`src/design/gphe_pkg.sv`:
```
`timescale 1ns / 1ps
// ----------------------------------------------------------------------------
// gphe_pkg
// Shared types and constants for the GF(2)[t] Horner evaluator.
// ----------------------------------------------------------------------------
package gphe_pkg;

  // bit steps done by one cell in each advance of the chain
  localparam int CELL_STEPS    = 4;
  // coefficient registers on the config port
  localparam int NUM_COEF_REGS = 7;
  localparam int CFG_IDX_W     = 3;

  typedef struct packed {
    logic valid;
    logic bad;      // modulus was zero
    logic one_mod;  // modulus was one, everything reduces to zero
  } gphe_ctrl_t;

endpackage

```
`src/design/gphe_out_skid.sv`:
```
`timescale 1ns / 1ps
// ----------------------------------------------------------------------------
// gphe_out_skid
// Output register plus skid entry; produces the chain advance enable.
// ----------------------------------------------------------------------------
module gphe_out_skid import gphe_pkg::*; #(
  parameter int W = 32
) (
  input  logic         clk_i,
  input  logic         rst_ni,
  input  gphe_ctrl_t   ctrl_i,
  input  logic [W-1:0] r_i,
  input  logic         ready_i,
  output logic         adv_o,
  output logic         valid_o,
  output logic [W-1:0] remainder_o,
  output logic         bad_o
);

  logic         out_valid_q, skid_valid_q;
  logic [W-1:0] out_rem_q, skid_rem_q, rem_d;
  logic         out_bad_q, skid_bad_q;
  logic         adv, take_out;

  assign adv      = !skid_valid_q;
  assign take_out = !out_valid_q || ready_i;
  assign rem_d    = (ctrl_i.bad || ctrl_i.one_mod) ? '0 : r_i;

  always_ff @(posedge clk_i or negedge rst_ni) begin
    if (!rst_ni) begin
      out_valid_q  <= 1'b0;
      skid_valid_q <= 1'b0;
    end else if (take_out) begin
      out_valid_q  <= skid_valid_q || ctrl_i.valid;
      skid_valid_q <= 1'b0;
    end else if (adv && ctrl_i.valid) begin
      skid_valid_q <= 1'b1;
    end
  end

  always_ff @(posedge clk_i) begin
    if (take_out) begin
      if (skid_valid_q) begin
        out_rem_q <= skid_rem_q;
        out_bad_q <= skid_bad_q;
      end else begin
        out_rem_q <= rem_d;
        out_bad_q <= ctrl_i.bad;
      end
    end else if (adv) begin
      skid_rem_q <= rem_d;
      skid_bad_q <= ctrl_i.bad;
    end
  end

  assign adv_o       = adv;
  assign valid_o     = out_valid_q;
  assign remainder_o = out_rem_q;
  assign bad_o       = out_bad_q;

endmodule

```
`config.mk`:
```
export PLATFORM = sky130hd
export DESIGN_NAME = gphe_out_skid
export DESIGN_NICKNAME = d
export VERILOG_FILES = /design/src/design/gphe_pkg.sv /design/src/design/gphe_out_skid.sv
export SDC_FILE = /design/constraint.sdc
export NUM_CORES = 1
export LEC_CHECK = 0
export BUFFER_PORTS_ARGS = -buffer_cell sky130_fd_sc_hd__buf_4
export CORE_UTILIZATION = 51
export DETAILED_ROUTE_END_ITERATION = 16
export HOLD_SLACK_MARGIN = 0.05
export PLACE_DENSITY_LB_ADDON = 0.25
export SLEW_MARGIN = 10
export SYNTH_ARGS = -nofsm -noshare
export SYNTH_HDL_FRONTEND = slang
export SYNTH_SLANG_ARGS = --single-unit
```
`constraint.sdc`:
```
create_clock -name clk_i -period 3.05 [get_ports clk_i]
set_clock_uncertainty 0.2 [all_clocks]
set_input_delay 0.1525 -clock clk_i [delete_from_list [all_inputs] [get_ports clk_i]]
set_output_delay 0.1525 -clock clk_i [all_outputs]
set_load 0.02 [all_outputs]
```
==> metrics.txt <==
status=finished, final reports clean; number of remaining DRC errors=0; CP peak stage delay=roughly 0.47 ns; largest net degree at the start of global routing=36; die area=0.00541 sq mm; Hold EP=valid_o; CTS max path bufs=2; Resized cells post-CTS=0; Initial DRC Count=between 100 and 150; DR vias/cell=between 4 and 5; RSZ-0062 raised after global routing=false; worst hold stages=4; syn_area_per_cell=17.5 sq um; Leakage=around 1.5 nW; Initial Utilization=between 50% and 60%; later-pin clock latency in the skew report=0.33 ns; HP Class=in -> reg; crit path time final=1.98 ns; total wire length=between 5 and 6 mm; nets=roughly 300; Area Overhead vs Synth=43.4%; Syn Nets=approximately 190; Pwr Total=2.14 mW; final worst slack=1.07 ns; finished layout cell area=0.00374 sq mm; via count=1,665; num ports=73; CP max-delay cell=inv_2; most frequent cell on the critical path=buf_4; crit-path cells=buf_4 > inv_2 > buf_4; reg2reg setup slack=between 1 and 1.5 ns; initial antenna violation count=0; CTS root buffer=clkbuf_8; Distinct cells, synth=16; setup total negative slack=0 ns; crit path launch=skid_valid_q; Final HPWL DP=3.07 mm; Worst-path clk slew=0.06 ns; Setup WS pre-CTS=roughly 1.2 ns; final core occ=between 70% and 80%; depth of the most critical reg-to-reg path=3; Setup CP Type=reg -> out; Syn Inst Count=about 150; grt ovf=0; Crit path arrival time=approximately 1.6 ns; DR WL/cell=approximately 16 um; Synth Warn #=0; peak supply drop=0.000458 V; # clock sinks=68; Reg2Reg Launch Point=valid_o; max-slew violations=0; fin crit share=approximately 65%; worst-path maximum fanout=35; Die W=73.6 um; CTS H-Tree Depth=3; final hold vios=0; capturing point of the worst reg2reg path=skid_bad_q; gp weighted congestion=0.713; Max Cap Viol=0; CP Data Required Time=around 2.7 ns; num rows=25; share of layout cells above drive strength 1=45.1%; max_slew headroom=between 50% and 60%; 1st-pass router iterations=4; number of global-route vias before repair=between 1,500 and 2,000; post-synthesis sequential area ratio=77.8%; Num CTS Buffers=9; Crit. End Element=output pin; I/O Buffers=between 70 and 80; post-place instance area=around 0.0032 sq mm; critical path launch point type=flip-flop; Vert. Die Dim=about 74 um; PwrDens=570 mW/mm^2; Mapped Area=0.00261 sq mm; hold path start=ready_i; Fmax=roughly 510 MHz; register bit total from synthesis=68; setup violators final=0; Antenna diodes=0; Tot GR Track Use=21.5%; CTS tree=built; Final ANT Viol Nets=0; Worst Tran Pin Value=approximately 0.66 ns; core area=0.00482 sq mm; global-route wire length before repair=about 8.1 mm
[cell families (layout without fill, tap and decap cells)]
family | after synthesis | in the layout | share of synthesized area (%)
buf+inv | 11 | 130 | 2.44
flops | 68 | 68 | 77.8
mux | 1 | 1 | 0.431
compound gates | 32 | 32 | 10.7
simple gates | 37 | 37 | 8.58
[flip-flops by register name (all words and copies together) (netlist names)]
signal and cells:
skid_bad_q 1, valid_o 1, skid_valid_q 1, bad_o 1
remainder_o 32, skid_rem_q 32
[cell usage after synthesis]
| library cell | instances | area, sq um |
|---|---|---|
| and2_1 | 32 | 200 |
| a31o_1 | 4 | 35.0 |
| buf_4 | 2 | 15.0 |
| buf_6 | 1 | 11.3 |
| dfrtp_1 | 2 | 50.1 |
| clkbuf_2 | 2 | 10.0 |
| edfxtp_1 | 66 | 1980 |
| inv_1 | 1 | 3.75 |
| a31o_2 | 28 | 245 |
| nand2_1 | 1 | 3.75 |
| nor2_2 | 1 | 6.26 |
| inv_2 | 1 | 3.75 |
| buf_2 | 4 | 20.0 |
| nand2b_1 | 1 | 6.26 |
| mux2_2 | 1 | 11.3 |
| nor2_1 | 2 | 7.51 |
[per-stage QoR]
step | std cells | hold WS [ns]
5_1_grt | 335 | 0.333
2_1_floorplan | 149 | -0.343
6_report | 335 | 0.307
4_1_cts | 335 | 0.304
3_5_place_dp | 283 | -0.263
3_3_place_gp | 283 | -0.266
[metal layers]
| layer | routed length [um] | track usage [%] |
|---|---|---|
| met1 | 2240 | 27.1 |
| met2 | 2710 | 35.0 |
| met3 | 214 | 5.35 |
| met4 | 89 | 10.3 |
| met5 | 0 | 0 |
[cell type report]
type	count	area, sq um
fill	300	1070
sequential	68	2030
clock buffer	14	163
inverter	2	7.51
tap	67	83.8
multi-input combinational	70	518
timing repair buffer	112	931
clock inverter	2	10.0
[what timing repair did]
item,CTS,global route
buffers inserted,0,0
hold buffers,36,0
hold endpoints to repair,70,0
[worst max-delay path: cells and delay by family (launching register included)]
kind     cells  cell delay (ns)
flops        1             0.36
buf+inv      3             0.95
[worst max-delay path by stage]
stage | end | slack, ns | depth (start not counted)
final | adv_o | 1.07 | 3
after global routing | adv_o | 0.95 | 3
after CTS | adv_o | 1.08 | 3
after detailed placement | skid_rem_q[19] | 1.23 | 4
after global placement | skid_rem_q[27] | 1.27 | 4
after floorplan | skid_bad_q | 0.31 | 2
[where the power goes]
part | internal [mW] | switching, mW | total (mW)
clock network | 0.338 | 0.309 | 0.647
registers | 1.13 | 0.0237 | 1.16
logic | 0.163 | 0.171 | 0.334
[cells in the final DEF, fill, tap and decap left out]
| cell type | Yosys | layout |
|---|---|---|
| a31o_1 | 4 | 4 |
| a31o_2 | 28 | 28 |
| and2_1 | 32 | 32 |
| buf_4 | 2 | 76 |
| clkbuf_1 | 0 | 3 |
| clkbuf_8 | 0 | 11 |
| clkinv_2 | 0 | 2 |
| dfrtp_1 | 2 | 2 |
| dlygate4sd3_1 | 0 | 36 |
| edfxtp_1 | 66 | 66 |
| inv_1 | 1 | 1 |
| inv_2 | 1 | 1 |
| mux2_2 | 1 | 1 |
| nand2_1 | 1 | 1 |
| nand2b_2 | 0 | 1 |
| nor2_1 | 2 | 2 |
| nor2_2 | 1 | 1 |
Note: power is estimated with default switching activity, not from simulation.
