<file path="config.mk">
export PLATFORM = sky130hd
export DESIGN_NAME = gphe_cell
export DESIGN_NICKNAME = d
export VERILOG_FILES = /design/src/design/gphe_pkg.sv /design/src/design/gphe_cell.sv
export SDC_FILE = /design/constraint.sdc
export NUM_CORES = 1
export LEC_CHECK = 0
export BUFFER_PORTS_ARGS = -buffer_cell sky130_fd_sc_hd__buf_4
export CAP_MARGIN = 40
export CORE_ASPECT_RATIO = 0.7
export CORE_MARGIN = 2
export CORE_UTILIZATION = 31
export CTS_CLUSTER_SIZE = 8
export DETAILED_ROUTE_END_ITERATION = 16
export PLACE_DENSITY = 0.67
export SYNTH_ARGS = -nofsm -noshare
export SYNTH_HDL_FRONTEND = slang
export SYNTH_SLANG_ARGS = --single-unit
</file>
<file path="constraint.sdc">
create_clock -name clk_i -period 0.8 [get_ports clk_i]
set_input_delay 0.08 -clock clk_i [delete_from_list [all_inputs] [get_ports clk_i]]
set_output_delay 0.08 -clock clk_i [all_outputs]
set_load 0.05 [all_outputs]
</file>
<file path="src/design/gphe_pkg.sv">
`timescale 1ns / 1ps
// ----------------------------------------------------------------------------
// gphe_pkg
// Shared types and constants for the GF(2)[t] Horner evaluator.
// ----------------------------------------------------------------------------
package gphe_pkg;

  // bit steps done by one cell in each advance of the chain
  localparam int CELL_STEPS    = 4;
  // coefficient registers on the config port
  localparam int NUM_COEF_REGS = 7;
  localparam int CFG_IDX_W     = 3;

  typedef struct packed {
    logic valid;
    logic bad;      // modulus was zero
    logic one_mod;  // modulus was one, everything reduces to zero
  } gphe_ctrl_t;

endpackage

</file>
<file path="src/design/gphe_cell.sv">
`timescale 1ns / 1ps
// ----------------------------------------------------------------------------
// gphe_cell
// One chain cell: STEPS MSB-first steps of acc = (acc * v + c) mod l.
// ----------------------------------------------------------------------------
module gphe_cell import gphe_pkg::*; #(
  parameter int W      = 32,
  parameter int BIT_HI = 31,
  parameter int STEPS  = 4
) (
  input  logic         clk_i,
  input  logic         rst_ni,
  input  logic         en_i,
  input  gphe_ctrl_t   ctrl_i,
  input  logic [W-1:0] r_i,
  input  logic [W-1:0] a_i,
  input  logic [W-1:0] v_i,
  input  logic [W-1:0] l_i,
  input  logic [W-1:0] hb_i,
  input  logic [W-1:0] coef_i,
  output gphe_ctrl_t   ctrl_o,
  output logic [W-1:0] r_o,
  output logic [W-1:0] a_o,
  output logic [W-1:0] v_o,
  output logic [W-1:0] l_o,
  output logic [W-1:0] hb_o
);

  gphe_ctrl_t   ctrl_q;
  logic [W-1:0] r_q, r_d, a_q, v_q, l_q, hb_q;

  // shift, reduce on leading bit, add multiplicand, feed in coefficient bit
  always_comb begin
    r_d = r_i;
    for (int j = 0; j < STEPS; j++) begin
      r_d = {r_d[W-2:0], 1'b0};
      if (|(r_d & hb_i)) begin
        r_d = r_d ^ l_i;
      end
      if (v_i[BIT_HI-j]) begin
        r_d = r_d ^ a_i;
      end
      r_d[0] = r_d[0] ^ coef_i[BIT_HI-j];
    end
  end

  always_ff @(posedge clk_i or negedge rst_ni) begin
    if (!rst_ni) begin
      ctrl_q <= '0;
    end else if (en_i) begin
      ctrl_q <= ctrl_i;
    end
  end

  always_ff @(posedge clk_i) begin
    if (en_i) begin
      r_q  <= r_d;
      a_q  <= a_i;
      v_q  <= v_i;
      l_q  <= l_i;
      hb_q <= hb_i;
    end
  end

  assign ctrl_o = ctrl_q;
  assign r_o    = r_q;
  assign a_o    = a_q;
  assign v_o    = v_q;
  assign l_o    = l_q;
  assign hb_o   = hb_q;

endmodule

</file>
==> metrics.txt, run 1 <==
number of diodes 0; Adder-Cell Fraction of Synth Area 0%; Rows 57; cell taking the most area after synthesis edfxtp_1; initial core utilization 31.22%; crit share post-route 668.3%; final design instance area without fill 0.02040 sq mm; Place WS -5.414 ns; GPL Wtd Cong 0.9529; initial antenna violation count 0; Seq pwr share 29.3%; Psw 14.52 mW; post-layout min period 5.347 ns; LEAKAGE 8.822 nW; asr flop ratio synth 1.840%; GR Util All Layers 27.05%; pin count of the biggest net entering global routing 29; critical path peak fanout 7; Worst Setup End Kind register; vias per inst 4.722; violated checks negative setup slack; synthesized area per cell 11.18 sq um; fin worst setup slack -4.547 ns; Post-DP HPWL 37,770 um; CP max-delay cell a221o_2; worst hold path class input pin to register; multiplexer share of the synthesized area 6.318%; DIE AREA 0.03622 sq mm; status finished with violations; synth unique cells 39; post-placement cell count 2,101; Die H 159.8 um; share of layout cells above drive strength 1 50.79%; R2R setup slack 0.02 ns; compound-gate portion of the synthesized area 13.39%; main combinational cell family by area after synthesis XOR/XNOR gates; fin nets 2,014; DIE WIDTH 226.6 um; P&R area growth vs syn 89.70%; Finished Layout Cells 2,301; placed cell area 0.01665 sq mm; Synth Net Count 1,160; WP data required 1.00 ns; Synth top area share 44.68%; Pre-Repair DR Iteration Count 6; Final Setup Violations 195; max-cap viol count 0; register area share after synthesis 45.38%; Hold Vio Cnt, Final 0; Seq cells post-synth 163; PD cells 1883 mW/mm^2; Synth area leaders edfxtp_1 (45%), xnor2_1 (17%), nand2_1 (6.3%); clock skew 0 ns; Sink Count 163; Worst Path Arrival 5.54 ns; share of power burned in the clock network 21.5%; RSZ-0062 raised after global routing true; Routed WL per cell 21.54 um; routed wire length 49,570 um; Top Ports 361; number of global-route vias before repair 10,960; global route overflow 0; Post-synth top flop edfxtp_1; Hold Slack 0.01848 ns; Antenna Violating Nets Remaining 0; Util after Layout 59.22%; critical path type input pin to register; Residual DRC 0; clock root cell clkbuf_16; CTS Buf Count 17; IO Port Bufs 331; critical path launch point type input pin; area of the core 0.03445 sq mm; Clock Pin Slew Worst Setup and Hold Paths 0.07 ns; Max H-tree Level 4; relative slew slack 59.78%; 1st-iter DRT viols 856; most instantiated cells after synthesis xnor2_1 (203), nand2_1 (181), edfxtp_1 (160); Slew @ Worst Pin 0.5866 ns; Syn Std Cell Area 0.01075 sq mm; Worst VDD drop 1.633 mV; Worst path max stage delay 0.41 ns; Clk Latency, worst-skew pair 0.45 ns; maximum root-to-sink buffer count 2; Ys Warns 0; Cell Int Power 23.89 mW; combinational power share 49.2%; via count 10,870; Final Max Slew Viols 0; simple-gate share of the synthesized area 11.22%; CTS tree built; switch share 37.81%; global-route wire length before repair 70,480 um; fmax 0.1870 GHz; Synth Instances 962; XOR/XNOR share of the synthesized area 20.29%; most used cell, CP buf_6; count leader, synth xnor2_1; number of flops mapped to enable cells by yosys 160
[sequential cells by signal, summed over array words and instances (netlist names)]
register	count
ctrl_o	3
hb_o	32
v_o	32
r_o	32
l_o	32
a_o	32
[path summary, 6_finish.rpt]
check                               start        end  cells after the start
worst max register to register  ctrl_o[1]  ctrl_o[1]                      1
worst min register to register  ctrl_o[2]  ctrl_o[2]                      1
worst max-delay path               r_i[2]     r_o[8]                     29
min in group asynchronous          rst_ni  ctrl_o[0]                      3
max in group asynchronous          rst_ni  ctrl_o[1]                      3
worst min-delay path             hb_i[25]   hb_o[25]                      2
[stage by stage]
stage	setup TNS, ns	power, mW
3_3_place_gp	-180.33	27.46
5_1_grt	-202.57	39.89
4_1_cts	-189.54	37.90
3_5_place_dp	-179.49	27.57
2_1_floorplan	-121.76	20.30
6_report	-192.30	38.41
[per-layer routing]
| metal | vias up | global-route usage (%) | share of wire, % |
|---|---|---|---|
| met1 | 5273 | 37.03 | 45 |
| met5 | - | 0 | 0 |
| met3 | 54 | 6.458 | 7.9 |
| met2 | 467 | 42.26 | 45 |
| li1 | 5071 | - | - |
| met4 | 0 | 8.313 | 2.7 |
[worst max-delay path, delay by kind of cell]
kind,cells,cell delay [ns]
XOR/XNOR,3,0.41
multiplexers,1,0.16
buffers and inverters,12,1.75
AND/OR/NAND/NOR,4,1.18
AO/OA/AOI/OAI,9,1.94
[cell type report]
class / instances / area [sq um]
inverters: 25 / 93.84
multi-input cells: 738 / 6193
clock buffers: 17 / 425.4
fillers: 2873 / 14050
well taps: 472 / 590.6
repair buffers: 871 / 8055
clock inverters: 15 / 158.9
flip-flops and latches: 163 / 4883
[power groups by stage]
stage | Sequential [mW] | Combinational [mW] | Clock [mW]
floorplan | 14.7 | 5.61 | 0
global placement | 11.2 | 16.2 | 0
detailed placement | 11.2 | 16.4 | 0
CTS | 11.2 | 18.3 | 8.37
global route | 11.3 | 19.8 | 8.77
finish | 11.2 | 18.9 | 8.25
[logic make-up (layout without fill, tap and decap cells)]
family	count (synthesis)	after routing
AOI/OAI and AO/OA	164	164
DFF	163	163
buffers and inverters	61	928
muxes	67	67
xor gates and xnor gates	246	246
and+or+nand+nor	261	261
[cell usage in the layout, fill, tap and decap left out, drive strengths merged, types with 3 or more instances in the layout]
master | Yosys | final
a2111o | 3 | 3
a2111oi | 14 | 14
a21boi | 93 | 93
a221oi | 7 | 7
a222oi | 3 | 3
a22o | 7 | 7
and2 | 11 | 11
and4 | 4 | 4
buf | 24 | 748
clkbuf | 12 | 19
clkinv | 0 | 5
dfrtp | 3 | 3
dlygate4sd3 | 0 | 120
edfxtp | 160 | 160
inv | 25 | 34
mux2 | 4 | 4
mux2i | 63 | 63
nand2 | 181 | 181
nand2b | 42 | 42
nor2 | 11 | 11
o2111ai | 4 | 4
o21ai | 32 | 32
or2 | 8 | 8
xnor2 | 203 | 203
xor2 | 41 | 41
[repair_timing]
action	CTS	global route
setup endpoints to repair	195	196
endpoints found under the hold margin	120	2
hold buffers	118	2
cloned	6	2
buffers inserted	30	12
gates resized for setup	260	67
pin swaps	29	55
Power figures use the tool's default switching activity.
==> run 2: changes to the inputs <==
==> constraint.sdc (replaced) <==
create_clock -name clk_i -period 0.8 [get_ports clk_i]
set_input_delay 0.04 -clock clk_i [delete_from_list [all_inputs] [get_ports clk_i]]
set_output_delay 0.04 -clock clk_i [all_outputs]
set_load 0.05 [all_outputs]
==> metrics.txt, run 2 (synthesis gave the netlist of run 1 again) <==
most used cell, CP buf_4; RSZ-0062 raised after global routing true; Top Ports 361 (unchanged); Worst Path Arrival 5.49 ns (-0.05 ns); Rows 57 (unchanged); worst hold path class input pin to register; critical path peak fanout 7 (unchanged); relative slew slack 63.42% (+3.6 points); status finished with violations; critical path buffer and inverter count 12 (unchanged); Clk Latency, worst-skew pair 0.45 ns (about the same); via count 10,900 (+0.32%); Pre-Repair DR Iteration Count 5 (-1); CTS Buf Count 17 (unchanged); vias per inst 4.712 (-0.20%); WP data required 1.00 ns (about the same); Worst Setup End Kind register; maximum root-to-sink buffer count 2 (unchanged); GR Util All Layers 27.16% (+0.11 points); Antenna Violating Nets Remaining 0 (unchanged); Sink Count 163 (unchanged); Slew @ Worst Pin 0.5334 ns (-0.05318 ns); Post-DP HPWL 37,770 um (unchanged); number of diodes 0 (unchanged); Max Used Layer met4; global route overflow 0 (unchanged); critical path type input pin to register; fin nets 2,026 (+0.60%); DR WL met2 22,290 um (+0.32%); most frequent cells in the layout buf_4 (523), xnor2_1 (191), buf_6 (190), nand2_1 (181), edfxtp_1 (160); pin count of the biggest net entering global routing 29 (unchanged); M1 wire length 22,090 um (about the same); GPL Wtd Cong 0.9529 (unchanged); P&R area growth vs syn 90.76%; final design instance area without fill 0.02051 sq mm (+0.56%); max-cap viol count 0 (unchanged); 1st-iter DRT viols 938 (+9.6%); Layout fillers 2,842 (-1.1%); Place WS -5.374 ns (+0.04000 ns); fmax 0.1892 GHz (+1.1%); initial core utilization 31.22% (unchanged); commonest non-fill, non-tap cell in the layout buf_4; PD cells 1874 mW/mm^2 (-0.46%); crit share post-route 660.8% (-7.5 points); Finished Layout Cells 2,313 (+0.52%); DIE WIDTH 226.6 um (unchanged); critical path launch point type input pin; clock root cell clkbuf_16; CP max-delay cell a221o_2; violated checks negative setup slack; Hold Vio Cnt, Final 0 (unchanged); Die H 159.8 um (unchanged); Worst VDD drop 1.635 mV (+0.11%); post-placement cell count 2,101 (unchanged); placed cell area 0.01665 sq mm (unchanged); Final Max Slew Viols 0 (unchanged); global-route wire length before repair 70,930 um (+0.64%); share of layout cells above drive strength 1 50.30% (-0.49 points); Worst path max stage delay 0.41 ns (about the same); Routed WL per cell 21.49 um (-0.23%); IO Port Bufs 331 (unchanged); Final Setup Violations 195 (unchanged); LEAKAGE 8.867 nW (+0.51%); initial antenna violation count 0 (unchanged); DIE AREA 0.03622 sq mm (unchanged); number of global-route vias before repair 11,050 (+0.83%); routed wire length 49,710 um (+0.29%); clock skew 0 ns (unchanged); post-layout min period 5.287 ns (-0.05999 ns); total power draw 38.45 mW (about the same); area of the core 0.03445 sq mm (unchanged); Residual DRC 0 (unchanged); met3 wire len 3894 um (-0.49%); fin worst setup slack -4.487 ns (+0.05999 ns); CTS tree built; Max H-tree Level 4 (unchanged); Clock Pin Slew Worst Setup and Hold Paths 0.08 ns (about the same); critical path's top delay family compound AO/OA/AOI/OAI gates
run 2: cell types whose count changed in the layout (fill, tap and decap cells not counted), sizes merged:
cell / before / now
dlygate4sd3: 120 / 132
run 2: area by class of cell:
cell class                 count  area (sq um)  share of cell area, %
inverter                      25         93.84                 0.4574
clock inverter                15         158.9                 0.7746
multi-input combinational    738          6190                  30.17
timing repair buffer         883          8173                  39.84
sequential                   163          4883                  23.80
clock buffer                  17         425.4                  2.074
tap                          472         590.6                  2.879
run 2: path summary, 6_finish.rpt:
path                            startpoint   endpoint  slack [ns]  cells after the start
min in group asynchronous           rst_ni  ctrl_o[0]        0.50                      3
max in group asynchronous           rst_ni  ctrl_o[1]        0.15                      3
worst min-delay path                  en_i    r_o[23]        0.02                      2
worst max register to register   ctrl_o[1]  ctrl_o[1]        0.02                      1
worst max-delay path                r_i[2]     r_o[8]       -4.49                     29
worst min register to register   ctrl_o[2]  ctrl_o[2]        0.53                      1
run 2: routing by layer:
layer  global-route usage, %  vias to the layer above
met2                   42.40                      470
li1                        -                     5092
met5                       0                        -
met3                   6.495                       62
met4                   8.523                        0
met1                   37.14                     5276
run 2: per-stage QoR:
stage / hold slack [ns] / utilization (%) / setup TNS [ns]
floorplan: -0.2556 / - / -120.48
finish: 0.02149 / 59.55 / -184.65
detailed placement: -0.1692 / 48.33 / -173.91
global placement: -0.1718 / 48.33 / -174.69
CTS: 0.005391 / 58.21 / -181.74
global route: 0.005786 / 59.55 / -194.79
run 2: power by group:
part	switching [mW]	internal, mW	leakage, nW
registers	0.556	10.7	1.60
clock network	4.10	4.17	0.285
logic	9.90	9.03	6.98
total	14.5	23.9	8.87
run 2: timing repair:
action | 4_1_cts | 5_1_grt
cloned | 6 | 2
setup endpoints to repair | 195 | 196
setup buffers | 30 | 12
endpoints found under the hold margin | 136 | 1
pin swaps | 29 | 47
hold buffers | 131 | 1
gates resized for setup | 260 | 63
