==> src/design/gphe_pkg.sv <==
`timescale 1ns / 1ps
// ----------------------------------------------------------------------------
// gphe_pkg
// Shared types and constants for the GF(2)[t] Horner evaluator.
// ----------------------------------------------------------------------------
package gphe_pkg;

  // bit steps done by one cell in each advance of the chain
  localparam int CELL_STEPS    = 4;
  // coefficient registers on the config port
  localparam int NUM_COEF_REGS = 7;
  localparam int CFG_IDX_W     = 3;

  typedef struct packed {
    logic valid;
    logic bad;      // modulus was zero
    logic one_mod;  // modulus was one, everything reduces to zero
  } gphe_ctrl_t;

endpackage

==> src/design/gphe_prep.sv <==
`timescale 1ns / 1ps
// ----------------------------------------------------------------------------
// gphe_prep
// Entry stage: registers the request and finds the leading bit of the modulus.
// ----------------------------------------------------------------------------
module gphe_prep import gphe_pkg::*; #(
  parameter int W = 32
) (
  input  logic         clk_i,
  input  logic         rst_ni,
  input  logic         en_i,
  input  logic         valid_i,
  input  logic [W-1:0] point_i,
  input  logic [W-1:0] modulus_i,
  output gphe_ctrl_t   ctrl_o,
  output logic [W-1:0] v_o,
  output logic [W-1:0] l_o,
  output logic [W-1:0] hb_o
);

  localparam int LOG_W = $clog2(W);

  gphe_ctrl_t   ctrl_q, ctrl_d;
  logic [W-1:0] v_q, l_q, hb_q, hb_d;
  logic [W-1:0] smear;

  always_comb begin
    smear = modulus_i;
    for (int s = 0; s < LOG_W; s++) begin
      smear = smear | (smear >> (1 << s));
    end
    hb_d = smear ^ (smear >> 1);
    ctrl_d.valid   = valid_i;
    ctrl_d.bad     = (modulus_i == '0);
    ctrl_d.one_mod = (modulus_i == W'(1));
  end

  always_ff @(posedge clk_i or negedge rst_ni) begin
    if (!rst_ni) begin
      ctrl_q <= '0;
    end else if (en_i) begin
      ctrl_q <= ctrl_d;
    end
  end

  always_ff @(posedge clk_i) begin
    if (en_i) begin
      v_q  <= point_i;
      l_q  <= modulus_i;
      hb_q <= hb_d;
    end
  end

  assign ctrl_o = ctrl_q;
  assign v_o    = v_q;
  assign l_o    = l_q;
  assign hb_o   = hb_q;

endmodule

==> config.mk <==
export PLATFORM = sky130hd
export DESIGN_NAME = gphe_prep
export DESIGN_NICKNAME = d
export VERILOG_FILES = /design/src/design/gphe_pkg.sv /design/src/design/gphe_prep.sv
export SDC_FILE = /design/constraint.sdc
export NUM_CORES = 1
export LEC_CHECK = 0
export ABC_CLOCK_PERIOD_IN_PS = 1360
export BUFFER_PORTS_ARGS = -buffer_cell sky130_fd_sc_hd__buf_2
export CORE_ASPECT_RATIO = 1.25
export CORE_MARGIN = 5
export CORE_UTILIZATION = 45
export CTS_CLUSTER_SIZE = 14
export DETAILED_ROUTE_END_ITERATION = 16
export HOLD_SLACK_MARGIN = 0.12
export PLACE_DENSITY = 0.77
export SLEW_MARGIN = 20
export SYNTH_ARGS = -nofsm -noshare
export SYNTH_HDL_FRONTEND = slang
export SYNTH_SLANG_ARGS = --single-unit
==> constraint.sdc <==
create_clock -name clk_i -period 1.36 [get_ports clk_i]
set_input_delay 0.068 -clock clk_i [delete_from_list [all_inputs] [get_ports clk_i]]
set_output_delay 0.068 -clock clk_i [all_outputs]
set_load 0.01 [all_outputs]
==> impl_metrics.env, run 1 <==
export IMPL_crit_required_ns=1.60
export IMPL_power_leakage_nw=2.371
export IMPL_ioPinCount=167
export IMPL_cp_max_fo=2
export IMPL_fmax_ghz=0.7464
export IMPL_hpwl_mm=6.114
export IMPL_diodes=0
export IMPL_place_gp_congestion=0.7192
export IMPL_clk_pin_slew_ns=0.09
export IMPL_nets=509
export IMPL_status="finished, final reports clean"
export IMPL_startpoint_type="register"
export IMPL_syn_area_mm2=0.003420
export IMPL_synth_area_per_cell_um2=20.35
export IMPL_synth_nets=236
export IMPL_power_density_mw_per_mm2=1179
export IMPL_netlist_top_cells_area="edfxtp_1, dfrtp_1, and3_1"
export IMPL_wirelength_mm=8.993
export IMPL_holdCritStartpoint="modulus_i[17]"
export IMPL_start_util_pct=46.20
export IMPL_first_global_vias=2780
export IMPL_worst_pin_slew_ns=0.4014
export IMPL_hold_ws_ns=0.1437
export IMPL_avgViaCountPerCell=4.765
export IMPL_grt_use_met2_pct=37.34
export IMPL_cts_sinks=98
export IMPL_rsz0062_at_grt="no"
export IMPL_fill_cells=481
export IMPL_finalHoldViolations=0
export IMPL_die_x_um=87.97
export IMPL_worstRegToRegCells=2
export IMPL_fin_crit_ns=1.340
export IMPL_antenna_left=0
export IMPL_port_buffers=166
export IMPL_grt_pass1_wl_mm=13.47
export IMPL_grt_use_met3_pct=4.824
export IMPL_timing_rr_start="ctrl_o[2]"
export IMPL_holdPathEnd="hb_o[16]"
export IMPL_vias=2559
export IMPL_synth_top_area_share_pct=83.42
export IMPL_tritoncts="yes"
export IMPL_timing_slew_headroom_pct=73.24
export IMPL_synth_seq_cells=98
export IMPL_syn_to_final_growth_pct=61.03
export IMPL_drc_errors=0
export IMPL_regToRegEndpoint="ctrl_o[2]"
export IMPL_fp_dieH_um=107.5
export IMPL_ir_worst_vdd_v=0.0007084
export IMPL_grt_max_degree=63
export IMPL_finalMaxSlewViolations=0
export IMPL_setup_violations=0
export IMPL_antenna_found_initial=0
export IMPL_drt_iter0_markers=138
export IMPL_busiest_layer="met2"
export IMPL_power_total_mw=6.492
export IMPL_hp_class="in2reg"
export IMPL_coreArea_mm2=0.007401
export IMPL_fin_crit_sh_pct=98.52
export IMPL_hold_path_depth=2
export IMPL_insertion_delay_ns=0.35
export IMPL_grt_overflow_total=0
export IMPL_fin_skew_ns=0
export IMPL_ys_warn_count=0
export IMPL_dieArea_mm2=0.009453
export IMPL_synth_cells=168
export IMPL_clk_path_buf_depth=2
export IMPL_numCtsBuffers=9
export IMPL_maxCapViolations=0
export IMPL_htreeDepth=3
export IMPL_drive_above_1_share_pct=49.21
export IMPL_synth_top_area_cell="edfxtp_1"
export IMPL_regToRegSetupSlack_ns=0.02
export IMPL_wl_per_cell_um=16.75
export IMPL_yosysUniqueCellTypes=30
export IMPL_ys_seq_area_share_pct=85.62
export IMPL_cts_root_buf="clkbuf_8"
export IMPL_criticalPathCategory="reg2reg"
export IMPL_worstPathArrival_ns=1.58
export IMPL_cp_end_kind="register"
export IMPL_globalRouteMet1Util_pct=19.45
export IMPL_track_usage_pct=19.25
export IMPL_drt_pass1_iter_count=4
export IMPL_row_count=35
-- power by group --
group,switching (mW),internal (mW)
Sequential,0.0549,3.53
Combinational,0.375,0.397
Clock,0.921,1.21
Total,1.35,5.14
-- worst max-delay path by stage --
stage | from | endpoint | slack, ns | cells past startpoint
after CTS | ctrl_o[2] | ctrl_o[2] | 0.07 | 2
final | ctrl_o[2] | ctrl_o[2] | 0.02 | 2
after global routing | ctrl_o[2] | ctrl_o[2] | 0.01 | 2
after detailed placement | modulus_i[19] | hb_o[4] | -0.25 | 7
after floorplan | modulus_i[15] | hb_o[2] | 0.05 | 4
after global placement | modulus_i[19] | hb_o[4] | -0.24 | 7
-- cells in the final DEF (no fill, tap or decap), drive strengths merged, types with 2 or more instances in the layout --
cell type,n
nor4,6
edfxtp,95
nand2,4
nor3,3
nor2,12
buf,195
nand2b,2
and3b,5
clkbuf,10
inv,2
and2,6
dfrtp,3
nor3b,4
nor4b,3
dlygate4sd3,69
and4b,3
bufinv,3
nor2b,2
and3,8
-- synth_stat cells --
cell type,n
a31oi_1,1
nor4_4,2
nor3b_1,4
and3b_2,1
nor4b_1,3
nor2_1,12
nand2_1,4
buf_6,1
nand2b_1,2
and2_1,3
and2b_2,1
o211a_1,1
nor3_1,3
dfrtp_1,3
and2_2,3
nand3_2,1
and4b_1,2
nor4_1,4
buf_4,1
and3b_1,4
a22o_1,1
mux2_2,1
and4b_2,1
edfxtp_1,95
nand4_1,1
inv_1,1
a32o_1,1
or2_1,1
and3_1,8
nor2b_1,2
-- final cells by class --
| class | count | area [um2] | area share (%) |
|---|---|---|---|
| Clock inverter | 5 | 102.6 | 1.863 |
| Sequential cell | 98 | 2928 | 53.17 |
| Tap cell | 92 | 115.1 | 2.090 |
| Timing Repair Buffer | 264 | 1754 | 31.86 |
| Multi-Input combinational cell | 67 | 475.5 | 8.634 |
| Clock buffer | 10 | 127.6 | 2.318 |
| Inverter | 1 | 3.754 | 0.06817 |
-- what timing repair did --
action / CTS / global route
setup endpoints to repair: 0 / 2
resized for setup: 0 / 1
endpoints found under the hold margin: 83 / 0
setup buffers: 0 / 0
hold buffers: 69 / 0
-- critical path: stages (launching register included) --
cell	delay, ns
dfrtp_1	0.40
mux2_2	0.27
dlygate4sd3_1	0.55
-- metal layers --
metal  vias to the layer above  wire (um)
met3                        10        711
met2                       101       5095
met5                         -          0
li1                       1210          -
met4                         0        125
met1                      1238       3059
-- through the flow --
step	util [%]	setup TNS (ns)	cells	instance area (um2)	setup slack, ns
2_1_floorplan	-	0	168	3420	0.04904
3_3_place_gp	61.88	-2.793	453	4579	-0.2370
3_5_place_dp	61.88	-2.823	453	4579	-0.2470
4_1_cts	74.32	0	537	5500	0.06584
5_1_grt	74.40	0	537	5507	0.01058
6_report	74.40	0	537	5507	0.02017
-- cell families after synthesis --
| group | Yosys count | share of synthesized area (%) |
|---|---|---|
| mux | 1 | 0.3293 |
| buf+inv | 3 | 0.6586 |
| flops | 98 | 85.62 |
| simple gates | 62 | 12.37 |
| compound gates | 4 | 1.025 |
-- sequential cells by signal, indices dropped and copies added (netlist names) --
register  count
v_o          32
l_o          31
hb_o         32
ctrl_o        3
(Power assumes the default switching activity.)
==> inputs of run 2 (changes only) <==
- CORE_ASPECT_RATIO: 1.25 -> not set
- RECOVER_POWER: not set -> 25
==> run 2 against run 1 <==
Largest power group unchanged. Final area is 0.50% lower. Clock-buffer cell count fell by 1. Sequential power barely moved. Hold slack better by 0.0017 ns. Critical endpoint is now hb_o[2]. Die area is 0.12% lower. Routed wire length rose by 0.90%. Clock power down 6%.
==> impl_metrics.env, run 2 (synthesis gave the netlist of run 1 again) <==
export IMPL_status="finished, final reports clean"
export IMPL_vias=2588
export IMPL_cp_max_fo=3
export IMPL_regArea_mm2=0.002928
export IMPL_fin_area_mm2=0.005479
export IMPL_antenna_found_initial=0
export IMPL_hp_class="in2reg"
export IMPL_crit_end="hb_o[2]"
export IMPL_fin_skew_ns=0
export IMPL_drt_pass1_iter_count=4
export IMPL_start_util_pct=46.65
export IMPL_crit_required_ns=1.46
export IMPL_nets=514
export IMPL_clock_power_share_pct=31.5
export IMPL_cts_root_buf="clkbuf_8"
export IMPL_setup_violations=0
export IMPL_grt_pass1_wl_mm=14.65
export IMPL_timing_slew_headroom_pct=73.99
export IMPL_avgViaCountPerCell=4.705
export IMPL_cts_sinks=98
export IMPL_worst_pin_slew_ns=0.3867
export IMPL_worstPathArrival_ns=1.33
export IMPL_antenna_left=0
export IMPL_finalMaxSlewViolations=0
export IMPL_timing_rr_start="ctrl_o[2]"
export IMPL_worstRegToRegCells=1
export IMPL_crit_start="modulus_i[15]"
export IMPL_diodes=0
export IMPL_tritoncts="yes"
export IMPL_grt_overflow_total=0
export IMPL_wirelength_mm=9.074
export IMPL_cp_end_kind="register"
export IMPL_insertion_delay_ns=0.34
export IMPL_track_usage_pct=19.85
export IMPL_finalHoldViolations=0
export IMPL_multi_input_area_um2=475.5
export IMPL_fin_crit_ns=1.221
export IMPL_maxCapViolations=0
export IMPL_final_cell_mix="buf_2, edfxtp_1, dlygate4sd3_1"
export IMPL_pwr_share_seq_pct=56.4
export IMPL_place_gp_congestion=0.8530
export IMPL_coreArea_mm2=0.007331
export IMPL_ioPinCount=167
export IMPL_startpoint_type="primary input"
export IMPL_power_density_mw_per_mm2=1159
export IMPL_dieArea_mm2=0.009442
export IMPL_postLayoutSetupSlackWorst_ns=0.1386
export IMPL_drc_errors=0
export IMPL_power_leakage_nw=2.292
export IMPL_clk_pin_slew_ns=0.09
export IMPL_power_total_mw=6.348
export IMPL_regToRegEndpoint="ctrl_o[2]"
export IMPL_fill_cells=459
export IMPL_grt_max_degree=54
export IMPL_drt_iter0_markers=121
export IMPL_wl_per_cell_um=16.50
export IMPL_fp_dieH_um=97.17
export IMPL_place_area_mm2=0.004611
export IMPL_mostFrequentLayoutCell="buf_2"
export IMPL_regToRegSetupSlack_ns=0.61
export IMPL_ir_worst_vdd_v=0.0007628
export IMPL_criticalPathCategory="in2reg"
export IMPL_first_global_vias=2827
export IMPL_switching_share_pct=22.10
export IMPL_pre_cts_slack_ns=-0.2081
export IMPL_numCtsBuffers=9
export IMPL_die_x_um=97.17
export IMPL_cell_internal_pwr_mw=4.945
export IMPL_htreeDepth=3
export IMPL_port_buffers=166
export IMPL_hpwl_mm=6.249
export IMPL_fin_crit_sh_pct=89.81
export IMPL_clk_path_buf_depth=2
export IMPL_comb_power_share_pct=12.0
export IMPL_drive_above_1_share_pct=42.79
export IMPL_p_sw_mw=1.403
export IMPL_fmax_ghz=0.8188
export IMPL_rsz0062_at_grt="no"
export IMPL_syn_to_final_growth_pct=60.23
export IMPL_row_count=31
run 2: what timing repair did:
action                                  4_1_cts  5_1_grt
hold buffers                                 71        0
endpoints found under the hold margin        96        0
buffers inserted                              0        0
endpoints found under the setup margin        0        1
resized for setup                             0        1
run 2: layer usage:
| metal | part of all wire [%] | vias up | global-route usage (%) | wire length [um] |
|---|---|---|---|---|
| met5 | 0 | - | 0 | 0 |
| met3 | 8.7 | 12 | 7.107 | 786 |
| met2 | 52 | 123 | 35.62 | 4740 |
| met4 | 1.4 | 0 | 6.048 | 123 |
| li1 | - | 1229 | - | - |
| met1 | 38 | 1224 | 21.99 | 3424 |
run 2: worst min path at each step:
stage                 to  cells after the start           from  slack [ns]
2_1_floorplan  ctrl_o[0]                      0         rst_ni       -0.23
3_3_place_gp   ctrl_o[2]                      1         rst_ni       -0.13
3_5_place_dp   ctrl_o[2]                      1         rst_ni       -0.13
4_1_cts         hb_o[26]                      2  modulus_i[27]        0.12
5_1_grt         hb_o[26]                      2  modulus_i[27]        0.13
6_report        hb_o[26]                      2  modulus_i[27]        0.15
run 2: layout make-up:
cell class	count	share of cell area, %
sequential	98	53.44
multi-input combinational	67	8.678
tap	99	2.261
clock buffer	9	2.261
clock inverter	7	1.690
inverter	1	0.06851
timing repair buffer	269	31.61
run 2: worst max-delay path, stage by stage:
cell and delay [ns]:
buf_2 0.11, nor4_1 0.32, buf_4 0.18, nand4_1 0.16, or2_1 0.29, o211a_1 0.21
run 2: metrics by stage:
step           utilization, %  instances  setup TNS, ns  hold slack, ns
6_report                74.74        550              0          0.1454
2_1_floorplan               -        168              0         -0.2276
3_3_place_gp            62.89        463         -2.522         -0.1346
3_5_place_dp            62.89        463         -2.369         -0.1328
5_1_grt                 74.74        550              0          0.1328
4_1_cts                 75.54        550              0          0.1206
run 2: power by group through the flow:
stage	sequential [mW]	clock [mW]	combinational, mW
4_1_cts	3.58	2.05	0.782
2_1_floorplan	3.77	0	0.0364
6_report	3.58	2.00	0.763
5_1_grt	3.60	2.19	0.820
3_3_place_gp	3.64	0	0.607
3_5_place_dp	3.65	0	0.623
==> inputs of run 3 (changes only) <==
- CORE_MARGIN: 5 -> 2
- RECOVER_POWER: 25 -> 50
==> run 3 against run 2 <==
Routed wire length down 1.6%. First-iteration DRC count fell by 39%. Clock power shrank 7%.
==> impl_metrics.env, run 3 (synthesis gave the netlist of run 1 again) <==
export IMPL_status="finished, final reports clean"
export IMPL_drt_pass1_iter_count=4
export IMPL_hpwl_mm=5.811
export IMPL_crit_required_ns=1.54
export IMPL_clk_path_buf_depth=2
export IMPL_grt_overflow_total=0
export IMPL_cp_max_fo=4
export IMPL_power_leakage_nw=2.106
export IMPL_drc_errors=0
export IMPL_postLayoutSetupSlackWorst_ns=0.1139
export IMPL_criticalPathCategory="in2reg"
export IMPL_regToRegEndpoint="ctrl_o[2]"
export IMPL_finalMaxSlewViolations=0
export IMPL_tns_ns=0
export IMPL_htreeDepth=3
export IMPL_antenna_left=0
export IMPL_drt_iter0_markers=74
export IMPL_holdPathEnd="hb_o[4]"
export IMPL_avgViaCountPerCell=4.710
export IMPL_final_cell_mix="edfxtp_1, clkbuf_1, buf_2"
export IMPL_power_density_mw_per_mm2=1147
export IMPL_pre_cts_slack_ns=-0.2360
export IMPL_cts_sinks=98
export IMPL_fmax_ghz=0.8025
export IMPL_wirelength_mm=8.927
export IMPL_crit_start="modulus_i[25]"
export IMPL_place_gp_congestion=0.7366
export IMPL_port_buffers=166
export IMPL_cts_root_buf="clkbuf_8"
export IMPL_insertion_delay_ns=0.35
export IMPL_coreArea_mm2=0.007292
export IMPL_fin_crit_ns=1.246
export IMPL_die_x_um=91.17
export IMPL_clk_pin_slew_ns=0.10
export IMPL_fill_cells=528
export IMPL_fin_crit_sh_pct=91.62
export IMPL_cp_end_kind="register"
export IMPL_worstRegToRegCells=1
export IMPL_ioPinCount=167
export IMPL_hold_path_depth=2
export IMPL_hp_class="in2reg"
export IMPL_cts_setup_buffers=0
export IMPL_tritoncts="yes"
export IMPL_startpoint_type="primary input"
export IMPL_worst_pin_slew_ns=0.3937
export IMPL_holdCritStartpoint="modulus_i[5]"
export IMPL_fin_area_mm2=0.005391
export IMPL_grt_pass1_wl_mm=13.60
export IMPL_path_delay_family="buffers and inverters"
export IMPL_crit_buf_inv=3
export IMPL_row_count=31
export IMPL_fp_dieH_um=91.17
export IMPL_rsz0062_at_grt="no"
export IMPL_track_usage_pct=21.62
export IMPL_timing_slew_headroom_pct=73.51
export IMPL_slowest_delay_ns=0.56
export IMPL_start_util_pct=46.89
export IMPL_diodes=0
export IMPL_dieArea_mm2=0.008312
export IMPL_grt_max_degree=49
export IMPL_fin_skew_ns=0
export IMPL_numCtsBuffers=9
export IMPL_first_global_vias=2635
export IMPL_ir_worst_vdd_v=0.0006619
export IMPL_finalHoldViolations=0
export IMPL_regToRegSetupSlack_ns=0.61
export IMPL_wl_per_cell_um=16.20
export IMPL_syn_to_final_growth_pct=57.67
export IMPL_maxCapViolations=0
export IMPL_place_area_mm2=0.004611
export IMPL_cpMaxStageDelayCell="dlygate4sd3_1"
export IMPL_drive_above_1_share_pct=28.98
export IMPL_antenna_found_initial=0
export IMPL_path_cells="buf_2 > dlygate4sd3_1 > clkbuf_1 > nor2_1 > nand2_1 > nor4b_2"
export IMPL_vias=2595
export IMPL_setup_violations=0
export IMPL_timing_rr_start="ctrl_o[2]"
export IMPL_worstPathArrival_ns=1.43
export IMPL_nets=515
[run 3: cell count changes in the layout (fill, tap and decap cells not counted), moves of 2 or more]
cell,change
clkinvlp_4,+2
clkbuf_1,+65
buf_2,-62
clkinv_1,-2
[run 3: area by class of cell]
class                           instances  area (um2)  share of cell area (%)
Sequential cell                        98        2928                   54.30
Tap cell                               99       123.9                   2.298
Clock inverter                          7       75.07                   1.392
Inverter                                1       3.754                 0.06962
Clock buffer                            9       123.9                   2.298
Multi-Input combinational cell         67       481.7                   8.935
Timing Repair Buffer                  270        1655                   30.70
[run 3: worst max path at each step]
stage / to / slack [ns] / cells after the start
final: hb_o[21] / 0.11 / 6
after global placement: hb_o[4] / -0.22 / 7
after CTS: hb_o[21] / 0.06 / 6
after detailed placement: hb_o[4] / -0.24 / 7
after floorplan: hb_o[2] / 0.05 / 4
after global routing: hb_o[4] / 0.06 / 7
[run 3: metrics by stage]
| step | hold slack (ns) | utilization (%) | power [mW] | instances |
|---|---|---|---|---|
| 6_report | 0.1615 | 73.94 | 6.183 | 551 |
| 5_1_grt | 0.1539 | 73.94 | 6.421 | 551 |
| 4_1_cts | 0.1363 | 75.84 | 6.262 | 551 |
| 3_5_place_dp | -0.1302 | 63.23 | 4.268 | 463 |
| 3_3_place_gp | -0.1331 | 63.23 | 4.243 | 463 |
| 2_1_floorplan | -0.2276 | - | 3.811 | 168 |
[run 3: timing repair]
item,CTS,global route
setup endpoints to repair,0,2
hold buffers,72,0
endpoints found under the hold margin,96,0
resized for setup,0,2
[run 3: where the power goes]
group / total, mW / switching, mW / internal, mW
clock: 1.87 / 1.01 / 0.860
combinational: 0.727 / 0.380 / 0.347
sequential: 3.59 / 0.0591 / 3.53
[run 3: layer usage]
metal	share of wire (%)	GRT usage, %
met5	0	0
met4	1.2	6.061
met3	7.9	7.054
met2	53	39.69
met1	38	23.89
